==> src/rtl/core/fpwc_pkg.sv <==
// Package: widths, codes and word types shared by the pending-work counter.
`timescale 1ns / 1ps
`default_nettype none
package fpwc_pkg;

  // Widths of the internal counters.
  localparam int COUNT_WIDTH = 16;
  localparam int SEQ_WIDTH   = 32;

  // Widths of the word fields on the ports.
  localparam int OP_W      = 3;
  localparam int SEQ_IN_W  = 32;
  localparam int STATUS_W  = 2;
  localparam int ASSIGN_W  = 32;
  localparam int PENDING_W = 16;

  // A count of one means enabled and empty; zero means disabled.
  localparam logic [COUNT_WIDTH-1:0] EMPTY_MARK = COUNT_WIDTH'(1);
  localparam logic [COUNT_WIDTH-1:0] COUNT_FULL = '1;

  // One less than half of the sequence space: (2^N - 1) / 2, rounded down.
  localparam logic [SEQ_WIDTH-1:0] SEQ_HALF =
    SEQ_WIDTH'((64'd1 << (SEQ_WIDTH - 1)) - 64'd1);

  localparam logic [OP_W-1:0] OP_START    = 3'd0;
  localparam logic [OP_W-1:0] OP_COMPLETE = 3'd1;
  localparam logic [OP_W-1:0] OP_FLUSH    = 3'd2;
  localparam logic [OP_W-1:0] OP_INIT     = 3'd3;
  localparam logic [OP_W-1:0] OP_CLEANUP  = 3'd4;

  localparam logic [STATUS_W-1:0] ST_OK       = 2'd0;
  localparam logic [STATUS_W-1:0] ST_DENIED   = 2'd1;
  localparam logic [STATUS_W-1:0] ST_BUSY     = 2'd2;
  localparam logic [STATUS_W-1:0] ST_OVERFLOW = 2'd3;

  typedef struct packed {
    logic [OP_W-1:0]     operation;
    logic [SEQ_IN_W-1:0] seq_in;
  } req_word_t;

  typedef struct packed {
    logic [STATUS_W-1:0]  status;
    logic [ASSIGN_W-1:0]  seq_assigned;
    logic                 flush_done;
    logic [PENDING_W-1:0] pending_now;
  } rsp_word_t;

  typedef struct packed {
    logic [COUNT_WIDTH-1:0] pending_count;
    logic [COUNT_WIDTH-1:0] fence_count;
    logic [SEQ_WIDTH-1:0]   last_sequence;
    logic [SEQ_WIDTH-1:0]   fence_sequence;
  } ctr_state_t;

endpackage
`default_nettype wire

==> src/rtl/core/fenced_pending_work_counter.sv <==
// Top level of the fenced pending-work counter: state and result registers.
//
//   channel | dir | handshake            | word
//   --------+-----+----------------------+------------------------------
//   req     | in  | req_valid/req_ready  | operation, seq_in
//   rsp     | out | rsp_valid/rsp_ready  | status, seq_assigned,
//           |     |                      | flush_done, pending_now
//
// Every request word yields exactly one response word, registered at the
// edge that accepts it. The counter state updates at that same edge, so a
// new word can be taken every cycle while responses drain. The single
// response register sets the figure: a request is taken whenever that
// register is empty or is being drained in the same cycle. A stalled
// response holds the request side off. Reset clears the counters, leaving
// the block disabled until an init word, and empties the response register.
`timescale 1ns / 1ps
`default_nettype none
module fenced_pending_work_counter (
  input  wire logic                clk,
  input  wire logic                rst,
  input  wire logic                req_valid,
  output logic                     req_ready,
  input  wire fpwc_pkg::req_word_t req,
  output logic                     rsp_valid,
  input  wire logic                rsp_ready,
  output fpwc_pkg::rsp_word_t      rsp
);

  fpwc_pkg::ctr_state_t state;
  fpwc_pkg::ctr_state_t state_next;
  fpwc_pkg::rsp_word_t  result;
  logic                 take;

  // The response register is free when empty or when its word leaves now.
  assign req_ready = !rsp_valid || rsp_ready;
  assign take      = req_valid && req_ready;

  fpwc_step u_step (
    .state      (state),
    .req        (req),
    .state_next (state_next),
    .result     (result)
  );

  // Counter state advances only on an accepted request word.
  always_ff @(posedge clk) begin
    if (rst) begin
      state <= '0;
    end else if (take) begin
      state <= state_next;
    end
  end

  always_ff @(posedge clk) begin
    if (rst) begin
      rsp_valid <= 1'b0;
    end else if (take) begin
      rsp_valid <= 1'b1;
    end else if (rsp_ready) begin
      rsp_valid <= 1'b0;
    end
  end

  // The payload needs no reset; it is only looked at while rsp_valid is high.
  always_ff @(posedge clk) begin
    if (take) begin
      rsp <= result;
    end
  end

`ifndef ASSERT_OFF
  a_no_overwrite: assert property (@(posedge clk) disable iff (rst)
    (rsp_valid && !rsp_ready) |-> !req_ready)
    else $error("request taken while a response is stalled");

  a_one_response: assert property (@(posedge clk) disable iff (rst)
    (req_valid && req_ready) |=> rsp_valid)
    else $error("accepted request gave no response");

  a_disabled_no_fence: assert property (@(posedge clk) disable iff (rst)
    (state.pending_count == '0) |-> (state.fence_count == '0))
    else $error("fence count live while the counter is disabled");

  a_done_is_ok: assert property (@(posedge clk) disable iff (rst)
    (rsp_valid && rsp.flush_done) |-> (rsp.status == fpwc_pkg::ST_OK))
    else $error("flush_done raised with a failing status");
`endif

endmodule
`default_nettype wire

==> src/rtl/core/fpwc_step.sv <==
// Next-state and result logic for one operation of the pending-work counter.
`timescale 1ns / 1ps
`default_nettype none
module fpwc_step (
  input  wire fpwc_pkg::ctr_state_t state,
  input  wire fpwc_pkg::req_word_t  req,
  output fpwc_pkg::ctr_state_t      state_next,
  output fpwc_pkg::rsp_word_t       result
);

  logic [fpwc_pkg::SEQ_WIDTH-1:0]   seq;
  logic [fpwc_pkg::SEQ_WIDTH-1:0]   diff;
  logic [fpwc_pkg::COUNT_WIDTH-1:0] fence_dec;
  logic                             fence_open;

  assign seq        = req.seq_in[fpwc_pkg::SEQ_WIDTH-1:0];
  assign diff       = state.fence_sequence - seq;
  assign fence_dec  = state.fence_count - fpwc_pkg::EMPTY_MARK;
  assign fence_open = state.fence_count > fpwc_pkg::EMPTY_MARK;

  always_comb begin
    state_next          = state;
    result.status       = fpwc_pkg::ST_OK;
    result.seq_assigned = '0;
    result.flush_done   = 1'b0;
    unique case (req.operation)
      fpwc_pkg::OP_START: begin
        if (state.pending_count == '0) begin
          result.status = fpwc_pkg::ST_DENIED;
        end else if (state.pending_count == fpwc_pkg::COUNT_FULL) begin
          result.status = fpwc_pkg::ST_OVERFLOW;
        end else begin
          state_next.pending_count = state.pending_count + fpwc_pkg::EMPTY_MARK;
          state_next.last_sequence = state.last_sequence + fpwc_pkg::SEQ_WIDTH'(1);
          result.seq_assigned      = fpwc_pkg::ASSIGN_W'(state_next.last_sequence);
        end
      end
      fpwc_pkg::OP_COMPLETE: begin
        if (state.pending_count <= fpwc_pkg::EMPTY_MARK) begin
          result.status = fpwc_pkg::ST_DENIED;
        end else begin
          state_next.pending_count = state.pending_count - fpwc_pkg::EMPTY_MARK;
          // Only completions at or below the fence count toward the flush.
          if (fence_open && (diff < fpwc_pkg::SEQ_HALF)) begin
            state_next.fence_count = fence_dec;
            result.flush_done      = (fence_dec == fpwc_pkg::EMPTY_MARK);
          end
        end
      end
      fpwc_pkg::OP_FLUSH: begin
        if (state.pending_count == '0) begin
          result.status = fpwc_pkg::ST_DENIED;
        end else if (fence_open) begin
          result.status = fpwc_pkg::ST_BUSY;
        end else if (state.pending_count == fpwc_pkg::EMPTY_MARK) begin
          result.flush_done = 1'b1;
        end else begin
          state_next.fence_count    = state.pending_count;
          state_next.fence_sequence = state.last_sequence;
        end
      end
      fpwc_pkg::OP_INIT: begin
        state_next.pending_count = fpwc_pkg::EMPTY_MARK;
        state_next.fence_count   = fpwc_pkg::EMPTY_MARK;
        state_next.last_sequence = '0;
      end
      fpwc_pkg::OP_CLEANUP: begin
        if (state.pending_count != fpwc_pkg::EMPTY_MARK) begin
          result.status = fpwc_pkg::ST_DENIED;
        end else begin
          state_next.pending_count = '0;
          state_next.fence_count   = '0;
          state_next.last_sequence = '0;
        end
      end
      default: begin
      end
    endcase

    // Outstanding items after the operation; the disabled state reads as zero.
    result.pending_now = (state_next.pending_count == '0) ? '0 :
      fpwc_pkg::PENDING_W'(state_next.pending_count - fpwc_pkg::EMPTY_MARK);
  end

endmodule
`default_nettype wire

==> config.mk <==
export PLATFORM = sky130hd
export DESIGN_NAME = fenced_pending_work_counter
export DESIGN_NICKNAME = d
export VERILOG_FILES = /design/src/rtl/core/fpwc_pkg.sv /design/src/rtl/core/fenced_pending_work_counter.sv /design/src/rtl/core/fpwc_step.sv
export SDC_FILE = /design/constraint.sdc
export NUM_CORES = 1
export LEC_CHECK = 0
export BUFFER_PORTS_ARGS = -buffer_cell sky130_fd_sc_hd__buf_4
export CELL_PAD_IN_SITES_DETAIL_PLACEMENT = 1
export CELL_PAD_IN_SITES_GLOBAL_PLACEMENT = 1
export CORE_MARGIN = 4
export CORE_UTILIZATION = 47
export CTS_BUF_LIST = sky130_fd_sc_hd__clkbuf_8
export DETAILED_ROUTE_END_ITERATION = 8
export HOLD_SLACK_MARGIN = 0.06
export PLACE_DENSITY = 0.82
export REMOVE_ABC_BUFFERS = 1
export SYNTH_ARGS = -nofsm -noshare
export SYNTH_HDL_FRONTEND = slang
export SYNTH_SLANG_ARGS = --single-unit
==> constraint.sdc <==
create_clock -name clk -period 4.8 [get_ports clk]
set_clock_uncertainty 0.05 [all_clocks]
set_input_delay 0.48 -clock clk [delete_from_list [all_inputs] [get_ports clk]]
set_output_delay 0.48 -clock clk [all_outputs]
set_load 0.05 [all_outputs]
==> out/summary.txt, run 1 <==
Max-Cap Viols -> 0
Synth cell count leaders -> nand2_1, nor2_1, a21oi_1
TNS Setup -> 0 ns
Wire per inst -> 21.3 microns
H-Tree Depth -> 4
CTS tree -> yes
Top_reg_cell synth -> dfxtp_1
Worst Path Required -> 5.08 ns
First-pass GRT wire length -> 57.2 mm
Buffers on Ports -> 91
Core ar. -> 22000 sq um
DRT iter0 DRCs -> 854
Final period util -> 93.8%
Synth async-reset ratio -> 0%
Hold_ws -> 0.214 ns
P_int -> 2.17 mW
CTS root buffer -> clkbuf_8
Die ar. -> 25000 sq um
Setup Buffers After CTS -> 0
Pin count of the biggest net entering global routing -> 70
Pwr Total -> 3.38 mW
ANT nets after route -> 0
Num Clock Sinks -> 148
Clk pwr share -> 29.7%
Via count -> 10554
RSZ-0062 raised after global routing -> false
Most frequent cell after synthesis -> nand2_1
Synth warn -> 0
Tmin final -> 4.50 ns
Hold_buf cts -> 0
Fin nets -> 1455
DP Worst Slack -> 0.0964 ns
Yosys reg bits -> 148
# setup viols final -> 0
Power share of the combinational group -> 28.2%
Die Y -> 158 microns
Area Overhead vs Synth -> 10.7%
Layout cells sized above 1 -> 13.1%
Startpoint types -> register
Classification of the worst setup path -> register to register
Sequential group share of total power -> 42.1%
Class of the worst hold path -> primary input to register
Max clock buf depth -> 2
Drt first pass iters -> 5
Filler cell count -> 2708
Row count -> 54
Fin. Hold Viols -> 0
Post-Route WL -> 35.5 mm
Crit end category -> register
Status -> complete, no violations
Sequential-to-total area share from yosys stat -> 32.8%
Synth area leader -> dfxtp_1
Leak -> 4.47 nW
Slew of the pin with the lowest slew margin -> 0.960 ns
DP HPWL -> 25.9 mm
Switch share -> 35.9%
Pins Over Slew Limit -> 0
Largest cells by area after synthesis -> dfxtp_1, edfxtp_1, nand2_1
CTS Buf Count -> 17
Clock transition at path regs -> 0.09 ns
Post-synth top area share -> 18.3%
Drt drc -> 0
Crit path max fanout -> 22
I/O Pins -> 92
Via density -> 6.33
Pwr dens -> 289 nW/um^2
Grt total ovfl -> 0
Diode count -> 0
Arrival time of the worst setup path -> 4.79 ns
Max transition margin -> 35.8%
Post-synthesis cell area -> 10600 sq um
Initial antenna violation count -> 0
EDFF count, synth -> 51
Worst setup margin -> 0.297 ns
Area after DPL -> 11300 sq um
Design Area, Final -> 11700 sq um
Yosys cell types -> 93
Syn avg cell area -> 7.87 sq um
Vias in the first global route -> 10517
Die X -> 158 microns
Achievable Freq -> 0.222 GHz
Starting Density -> 48.2%
Peak supply drop -> 0.215 mV
Clk Latency, worst-skew pair -> 0.47 ns
Total track usage -> 28.7%
RePlAce Congestion -> 0.999
Syn Inst Count -> 1345
Sw Pwr -> 1.21 mW
[cells by family after synthesis]
| logic type | Yosys count | synth area share (%) |
|---|---|---|
| flops | 148 | 32.8 |
| fa+ha+maj | 42 | 5.04 |
| compound gates | 370 | 23.9 |
| buf+inv | 156 | 6.15 |
| mux | 14 | 1.34 |
| simple gates | 555 | 25.8 |
| xor+xnor | 60 | 4.96 |
[flip-flops by register name (all words and copies together) (netlist names)]
signal     flops
state         96
rsp           51
rsp_valid      1
[power groups by stage]
stage	registers, mW	logic, mW	clock network, mW
global route	1.43	1.04	1.07
CTS	1.42	0.950	1.02
detailed placement	1.45	0.946	0
finish	1.42	0.954	1.00
floorplan	1.58	0.509	0
global placement	1.45	0.924	0
[worst max-delay path: stages (launching register included)]
cell	delay (ns)
dfxtp_1	0.34
ha_1	0.60
and4_1	0.38
nor2_1	0.07
a2111oi_1	0.58
o211ai_1	0.21
nor4_1	0.47
nand4_1	0.19
or4_1	0.50
o211ai_2	0.31
a21o_4	0.36
mux2i_1	0.25
nor2_1	0.06
[metal layers]
metal	vias up	GRT usage (%)	share of wire, %
li1	4989	-	-
met1	5200	42.4	48
met2	296	42.4	44
met3	69	4.51	5.4
met4	0	10.2	2.7
met5	-	0	0
[worst paths after layout]
check | from | endpoint | slack (ns) | depth (start not counted)
setup / recovery | state[15] | state[70] | 0.30 | 12
hold / removal | req_valid | rsp_valid | 0.21 | 3
setup reg to reg | state[15] | state[70] | 0.30 | 12
hold reg to reg | state[20] | state[20] | 0.42 | 2
[timing repair]
action,CTS,global route
endpoints found under the hold margin,0,0
setup endpoints to repair,0,1
resized for setup,0,1
[final cells by class]
class | instances | area (sq um) | share of cell area (%)
clock buffer | 18 | 248 | 2.11
clock inverter | 13 | 153 | 1.30
inverter | 58 | 218 | 1.86
multi-input combinational | 1041 | 6460 | 55.2
sequential | 148 | 3470 | 29.6
tap | 280 | 350 | 2.99
timing repair buffer | 108 | 811 | 6.92
[through the flow]
stage	utilization, %	cells
2_1_floorplan	-	1247
4_1_cts	53.3	1666
6_report	53.4	1666
3_5_place_dp	51.5	1635
5_1_grt	53.4	1666
3_3_place_gp	51.5	1635
[cell usage in the layout, fill, tap and decap left out, types with 26 or more instances in the layout]
cell type  Yosys  layout
a21oi_1      105     105
a31oi_1       26      26
buf_4          1     108
dfxtp_1       97      97
edfxtp_1      51      51
ha_1          41      41
inv_1         57      57
nand2_1      165     165
nand3_1       44      44
nor2_1       143     143
nor3_1        54      54
o21ai_0       45      45
xnor2_1       42      42
(Power assumes the default switching activity.)
==> inputs of run 2 (changes only) <==
- CELL_PAD_IN_SITES_DETAIL_PLACEMENT: 1 -> 0
==> run 2 against run 1 <==
Against the previous run: critical path type unchanged; largest cell class unchanged; final cell count barely moved; first-iteration DRC count is 2.7% higher; clock power shrank 5%; sequential power barely moved; highest routed layer unchanged; non-clock buffer count is the same; utilization decreased by 0.13 points; largest power group unchanged; die area unchanged; worst hold slack got worse by 0.0064 ns; fmax grew 2.0%.
==> out/summary.txt, run 2 (synthesized netlist as in run 1, its figures left out) <==
Pins Over Slew Limit -> 0 (unchanged)
Largest registers -> state: 96 flops, rsp: 51 flops, rsp_valid: 1 flops
DP Worst Slack -> 0.189 ns (+0.0925 ns)
Peak supply drop -> 0.167 mV (-22%)
Buffers on Ports -> 91 (unchanged)
CP cell instances -> ha_1 > and4_1 > nor2_1 > a2111oi_0 > o211ai_1 > nor4_1 > nand4_1 > or4_1 > o211ai_2 > a21o_4 > mux2i_1 > o21ai_1
Max clock buf depth -> 2 (unchanged)
PostCTS Resize Cnt -> 0 (unchanged)
# setup viols final -> 0 (unchanged)
Fin. Hold Viols -> 0 (unchanged)
Die Y -> 158 microns (unchanged)
Commonest non-fill, non-tap cells in the layout -> nand2_1, nor2_1, buf_4, a21oi_1, dfxtp_1
RSZ-0062 raised after global routing -> false
Post-layout util -> 53.2% (-0.13 points)
TNS Setup -> 0 ns (unchanged)
H-Tree Depth -> 4 (unchanged)
ANT nets after route -> 0 (unchanged)
Tmin final -> 4.42 ns (-0.0873 ns)
Via count -> 10270 (-2.7%)
Final period util -> 92.0% (-1.8 points)
CTS tree -> yes
Slowest stage delay, CP -> 0.59 ns (about the same)
WP depth -> 12 (unchanged)
Pwr dens -> 282 nW/um^2 (-2.2%)
Layout cells sized above 1 -> 13.2% (+0.063 points)
Classification of the worst setup path -> register to register
Crit path max-delay family -> simple AND/OR/NAND/NOR gates
Status -> complete, no violations
Number of flip-flops under the largest register name -> 96 (unchanged)
First-pass GRT wire length -> 51.0 mm (-11%)
Worst Path Required -> 5.09 ns (about the same)
Crit end category -> register
Pin count of the biggest net entering global routing -> 70 (unchanged)
Die ar. -> 25000 sq um (unchanged)
Max transition margin -> 41.4% (+5.6 points)
Core ar. -> 22000 sq um (unchanged)
Starting Density -> 48.2% (unchanged)
Achievable Freq -> 0.226 GHz (+2.0%)
Slew of the pin with the lowest slew margin -> 0.876 ns (-0.0834 ns)
Setup Buffers After CTS -> 0 (unchanged)
Inst Count DP -> 1635 (unchanged)
Area Overhead vs Synth -> 10.4%
Via density -> 6.16 (-2.7%)
Arrival time of the worst setup path -> 4.70 ns (-0.09 ns)
Leak -> 4.47 nW (about the same)
Worst setup margin -> 0.384 ns (+0.0873 ns)
CTS root buffer -> clkbuf_8
Row count -> 54 (unchanged)
Initial antenna violation count -> 0 (unchanged)
Die X -> 158 microns (unchanged)
Hold_buf cts -> 0 (unchanged)
RePlAce Congestion -> 0.999 (unchanged)
Max-Cap Viols -> 0 (unchanged)
Class of the worst hold path -> primary input to register
DR top layer -> met4
Total track usage -> 25.5% (-3.2 points)
DP HPWL -> 23.3 mm (-10%)
Clock transition at path regs -> 0.09 ns (about the same)
Fin nets -> 1455 (unchanged)
Met3 wire len -> 2.45 mm (+28%)
Reg with most FFs -> state
Met2 routed WL -> 13.0 mm (-16%)
Wire per inst -> 19.1 microns (-10%)
Vias in the first global route -> 9367 (-11%)
Post-Route WL -> 31.8 mm (-10%)
Hold path cells -> 3 (unchanged)
Buf/Inv on CP -> 0 (unchanged)
Slowest cell on crit path -> ha_1
DRT met1 WL -> 15.5 mm (-9.2%)
Grt total ovfl -> 0 (unchanged)
Reg2reg path depth -> 12 (unchanged)
DRT iter0 DRCs -> 877 (+2.7%)
Diode count -> 0 (unchanged)
Drt first pass iters -> 5 (unchanged)
Crit path max fanout -> 22 (unchanged)
Clk Latency, worst-skew pair -> 0.48 ns (about the same)
I/O Pins -> 92 (unchanged)
Most common cell after layout, fill and taps aside -> nand2_1
Final Non-Filler Cells -> 1667 (+0.060%)
Num Clock Sinks -> 148 (unchanged)
CTS Buf Count -> 17 (unchanged)
Drt drc -> 0 (unchanged)
Startpoint types -> register
==> run 2: worst reg2reg max path, cell delays in order, from the launching register on <==
cell and delay [ns]:
dfxtp_1 0.34, ha_1 0.59, and4_1 0.37, nor2_1 0.06, a2111oi_0 0.56, o211ai_1 0.21
nor4_1 0.44, nand4_1 0.19, or4_1 0.50, o211ai_2 0.31, a21o_4 0.35, mux2i_1 0.24
o21ai_1 0.07
==> run 2: per-stage QoR <==
stage / hold WS, ns / instance area, sq um / total power, mW
finish: 0.208 / 11700 / 3.30
global route: 0.210 / 11700 / 3.47
CTS: 0.188 / 11700 / 3.32
detailed placement: 0.403 / 11300 / 2.37
global placement: 0.395 / 11300 / 2.37
floorplan: 0.376 / 10200 / 2.09
==> run 2: where the power goes <==
part,internal [mW],total (mW),switching [mW]
sequential,1.37,1.42,0.0517
combinational,0.318,0.929,0.612
clock,0.394,0.948,0.553
total,2.08,3.30,1.22
==> run 2: worst paths after layout <==
| kind | from | to | slack (ns) |
|---|---|---|---|
| worst max-delay path | state[15] | state[74] | 0.38 |
| worst min-delay path | req_valid | rsp_valid | 0.21 |
| worst max register to register | state[15] | state[74] | 0.38 |
| worst min register to register | state[17] | state[17] | 0.41 |
==> run 2: area by class of cell <==
type | instances | area (sq um)
clock inverters | 14 | 126
inverters | 58 | 218
multi-input cells | 1041 | 6460
fillers | 2208 | 10300
repair buffers | 108 | 811
flip-flops and latches | 148 | 3470
well taps | 280 | 350
clock buffers | 18 | 248
==> run 2: routing by layer <==
layer	up-vias	track usage (%)
met2	388	35.3
met3	56	4.54
met4	0	9.10
li1	4976	-
met5	-	0
met1	4850	39.5
==> inputs of run 3 (changes only) <==
- CORE_UTILIZATION: 47 -> 42
- PLACE_DENSITY: 0.82 -> 0.77
- clock period: 4.8 -> 3.9 ns (I/O delays scaled with it)
==> run 3 against run 2 <==
Against the previous run: setup slack worse by 0.24 ns; utilization is 1.8 points lower; first-iteration DRC count is 6.5% higher; sequential power is 23% higher; non-clock buffer count is 96 higher; worst hold slack worse by 0.092 ns; largest power group unchanged; die area is 11% higher; clock power is 37% higher; register-to-register slack worse by 0.24 ns; via count is 3.2% higher; critical path depth is 2 higher; count of clock-buffer cells in the layout is 1 lower.
==> out/summary.txt, run 3 (synthesized netlist as in run 1, its figures left out) <==
Post-Route WL -> 34.7 mm (+9.0%)
Peak supply drop -> 0.207 mV (+24%)
Final period util -> 96.2% (+4.2 points)
Pwr Total -> 4.30 mW (+30%)
DP HPWL -> 26.0 mm (+12%)
Class of the worst hold path -> primary input to register
ANT nets after route -> 0 (unchanged)
Pin count of the biggest net entering global routing -> 73 (+4.3%)
DP Worst Slack -> -0.104 ns (-0.293 ns)
Crit path max fanout -> 5 (-77%)
Diode count -> 0 (unchanged)
H-Tree Depth -> 4 (unchanged)
CTS Buf Count -> 17 (unchanged)
Worst setup margin -> 0.149 ns (-0.236 ns)
CTS root buffer -> clkbuf_8
Total track usage -> 24.2% (-1.4 points)
Starting Density -> 43.1% (-5.1 points)
Commonest non-fill, non-tap cells in the layout -> buf_4, nand2_1, nor2_1, a21oi_1, dfxtp_1
Initial antenna violation count -> 0 (unchanged)
Arrival time of the worst setup path -> 4.01 ns (-0.69 ns)
Filler cell count -> 2470 (+12%)
Pins Over Slew Limit -> 0 (unchanged)
Max-Cap Viols -> 0 (unchanged)
TNS Setup -> 0 ns (unchanged)
Slowest cell on crit path -> a2111oi_4
Wire per inst -> 19.2 microns (+0.49%)
Worst Path Required -> 4.16 ns (-0.93 ns)
Num Clock Sinks -> 148 (unchanged)
DRT iter0 DRCs -> 934 (+6.5%)
Classification of the worst setup path -> register to register
RSZ-0062 raised after global routing -> false
Clk Latency, worst-skew pair -> 0.46 ns (-0.02 ns)
Reg with most FFs -> state
Die Y -> 167 microns (+5.5%)
Drt drc -> 0 (unchanged)
Drt first pass iters -> 5 (unchanged)
Via count -> 10598 (+3.2%)
CP cell instances -> inv_1 > ha_1 > fa_2 > nand2b_4 > a21o_1 > a2111oi_4 > nor3_1 > a221oi_1 > nand4_1 > or4_4 > o211ai_4 > a21o_2 > mux2i_1 > o21ai_1
Tmin final -> 3.75 ns (-0.664 ns)
Fin. Hold Viols -> 0 (unchanged)
Clock transition at path regs -> 0.11 ns (+0.02 ns)
Met3 wire len -> 2.25 mm (-8.4%)
Die ar. -> 27800 sq um (+11%)
CTS tree -> yes
Met2 routed WL -> 14.8 mm (+14%)
Achievable Freq -> 0.267 GHz (+18%)
Slew of the pin with the lowest slew margin -> 0.859 ns (-0.0174 ns)
Design Area, Final -> 12600 sq um (+7.9%)
Grt total ovfl -> 0 (unchanged)
Crit end category -> register
Leak -> 5.01 nW (+12%)
Max transition margin -> 42.7% (+1.3 points)
Vias in the first global route -> 9699 (+3.5%)
Number of flip-flops under the largest register name -> 96 (unchanged)
Fin nets -> 1553 (+6.7%)
Crit path max-delay family -> compound AO/OA/AOI/OAI gates
Status -> complete, no violations
Most common cell after layout, fill and taps aside -> buf_4
Buf/Inv on CP -> 1 (+1)
# setup viols final -> 0 (unchanged)
Via density -> 5.86 (-4.9%)
Pwr dens -> 341 nW/um^2 (+21%)
Buffers on Ports -> 91 (unchanged)
First-pass GRT wire length -> 54.9 mm (+7.6%)
Core ar. -> 24500 sq um (+12%)
Area Overhead vs Synth -> 19.1%
Die X -> 167 microns (+5.5%)
Largest registers -> state: 96 flops, rsp: 51 flops, rsp_valid: 1 flops
Max clock buf depth -> 2 (unchanged)
RePlAce Congestion -> 0.960 (-3.9%)
DRT met1 WL -> 17.0 mm (+9.9%)
Slowest stage delay, CP -> 0.46 ns (-0.13 ns)
Row count -> 57 (+5.6%)
Startpoint types -> register
Final Non-Filler Cells -> 1809 (+8.5%)
Layout cells sized above 1 -> 19.7% (+6.5 points)
DR top layer -> met4
Area after DPL -> 12100 sq um (+6.8%)
I/O Pins -> 92 (unchanged)
Inst Count DP -> 1774 (+8.5%)
[run 3: changes by cell type in the layout (fill, tap and decap cells not counted), sizes merged]
cell,previous run,this run
buf,108,204
clkinv,0,6
clkinvlp,3,0
inv,69,66
a21o,23,25
bufinv,0,1
clkbuf,18,17
[run 3: metrics by stage]
step / utilization (%) / hold slack [ns]
floorplan: - / 0.376
global placement: 49.2 / 0.389
detailed placement: 49.2 / 0.399
CTS: 51.0 / 0.0902
global route: 51.4 / 0.0888
finish: 51.4 / 0.116
[run 3: timing repair]
item                                   4_1_cts  5_1_grt
setup endpoints to repair                    0       17
endpoints found under the hold margin        0        0
gates resized for setup                      0       18
buffers inserted                             0        1
hold buffers                                 0        0
[run 3: final cells by class]
type	instances	area (sq um)	share of cell area [%]
repair buffers	204	1530	12.1
multi-input cells	1043	6540	51.9
inverters	58	218	1.73
well taps	324	405	3.22
flip-flops and latches	148	3470	27.6
clock inverters	15	203	1.61
clock buffers	17	234	1.86
[run 3: worst paths after layout]
| check | from | to | slack, ns | depth (start not counted) |
|---|---|---|---|---|
| max reg2reg | state[0] | state[66] | 0.15 | 14 |
| min reg2reg | state[0] | state[0] | 0.41 | 2 |
| max | state[0] | state[66] | 0.15 | 14 |
| min | req_valid | rsp_valid | 0.12 | 3 |
[run 3: metal layers]
| layer | global-route usage, % | vias up |
|---|---|---|
| met2 | 34.8 | 355 |
| li1 | - | 5197 |
| met3 | 3.93 | 37 |
| met4 | 5.98 | 0 |
| met5 | 0 | - |
| met1 | 37.4 | 5009 |
[run 3: power breakdown]
part / leakage [nW] / switching, mW / internal [mW]
sequential: 1.29 / 0.0636 / 1.69
clock: 0.219 / 0.735 / 0.561
combinational: 3.50 / 0.799 / 0.456
total: 5.01 / 1.60 / 2.70
[run 3: tightest hold or removal path, stage by stage]
cell     delay [ns]
buf_4          0.11
inv_1          0.04
a21oi_1        0.04
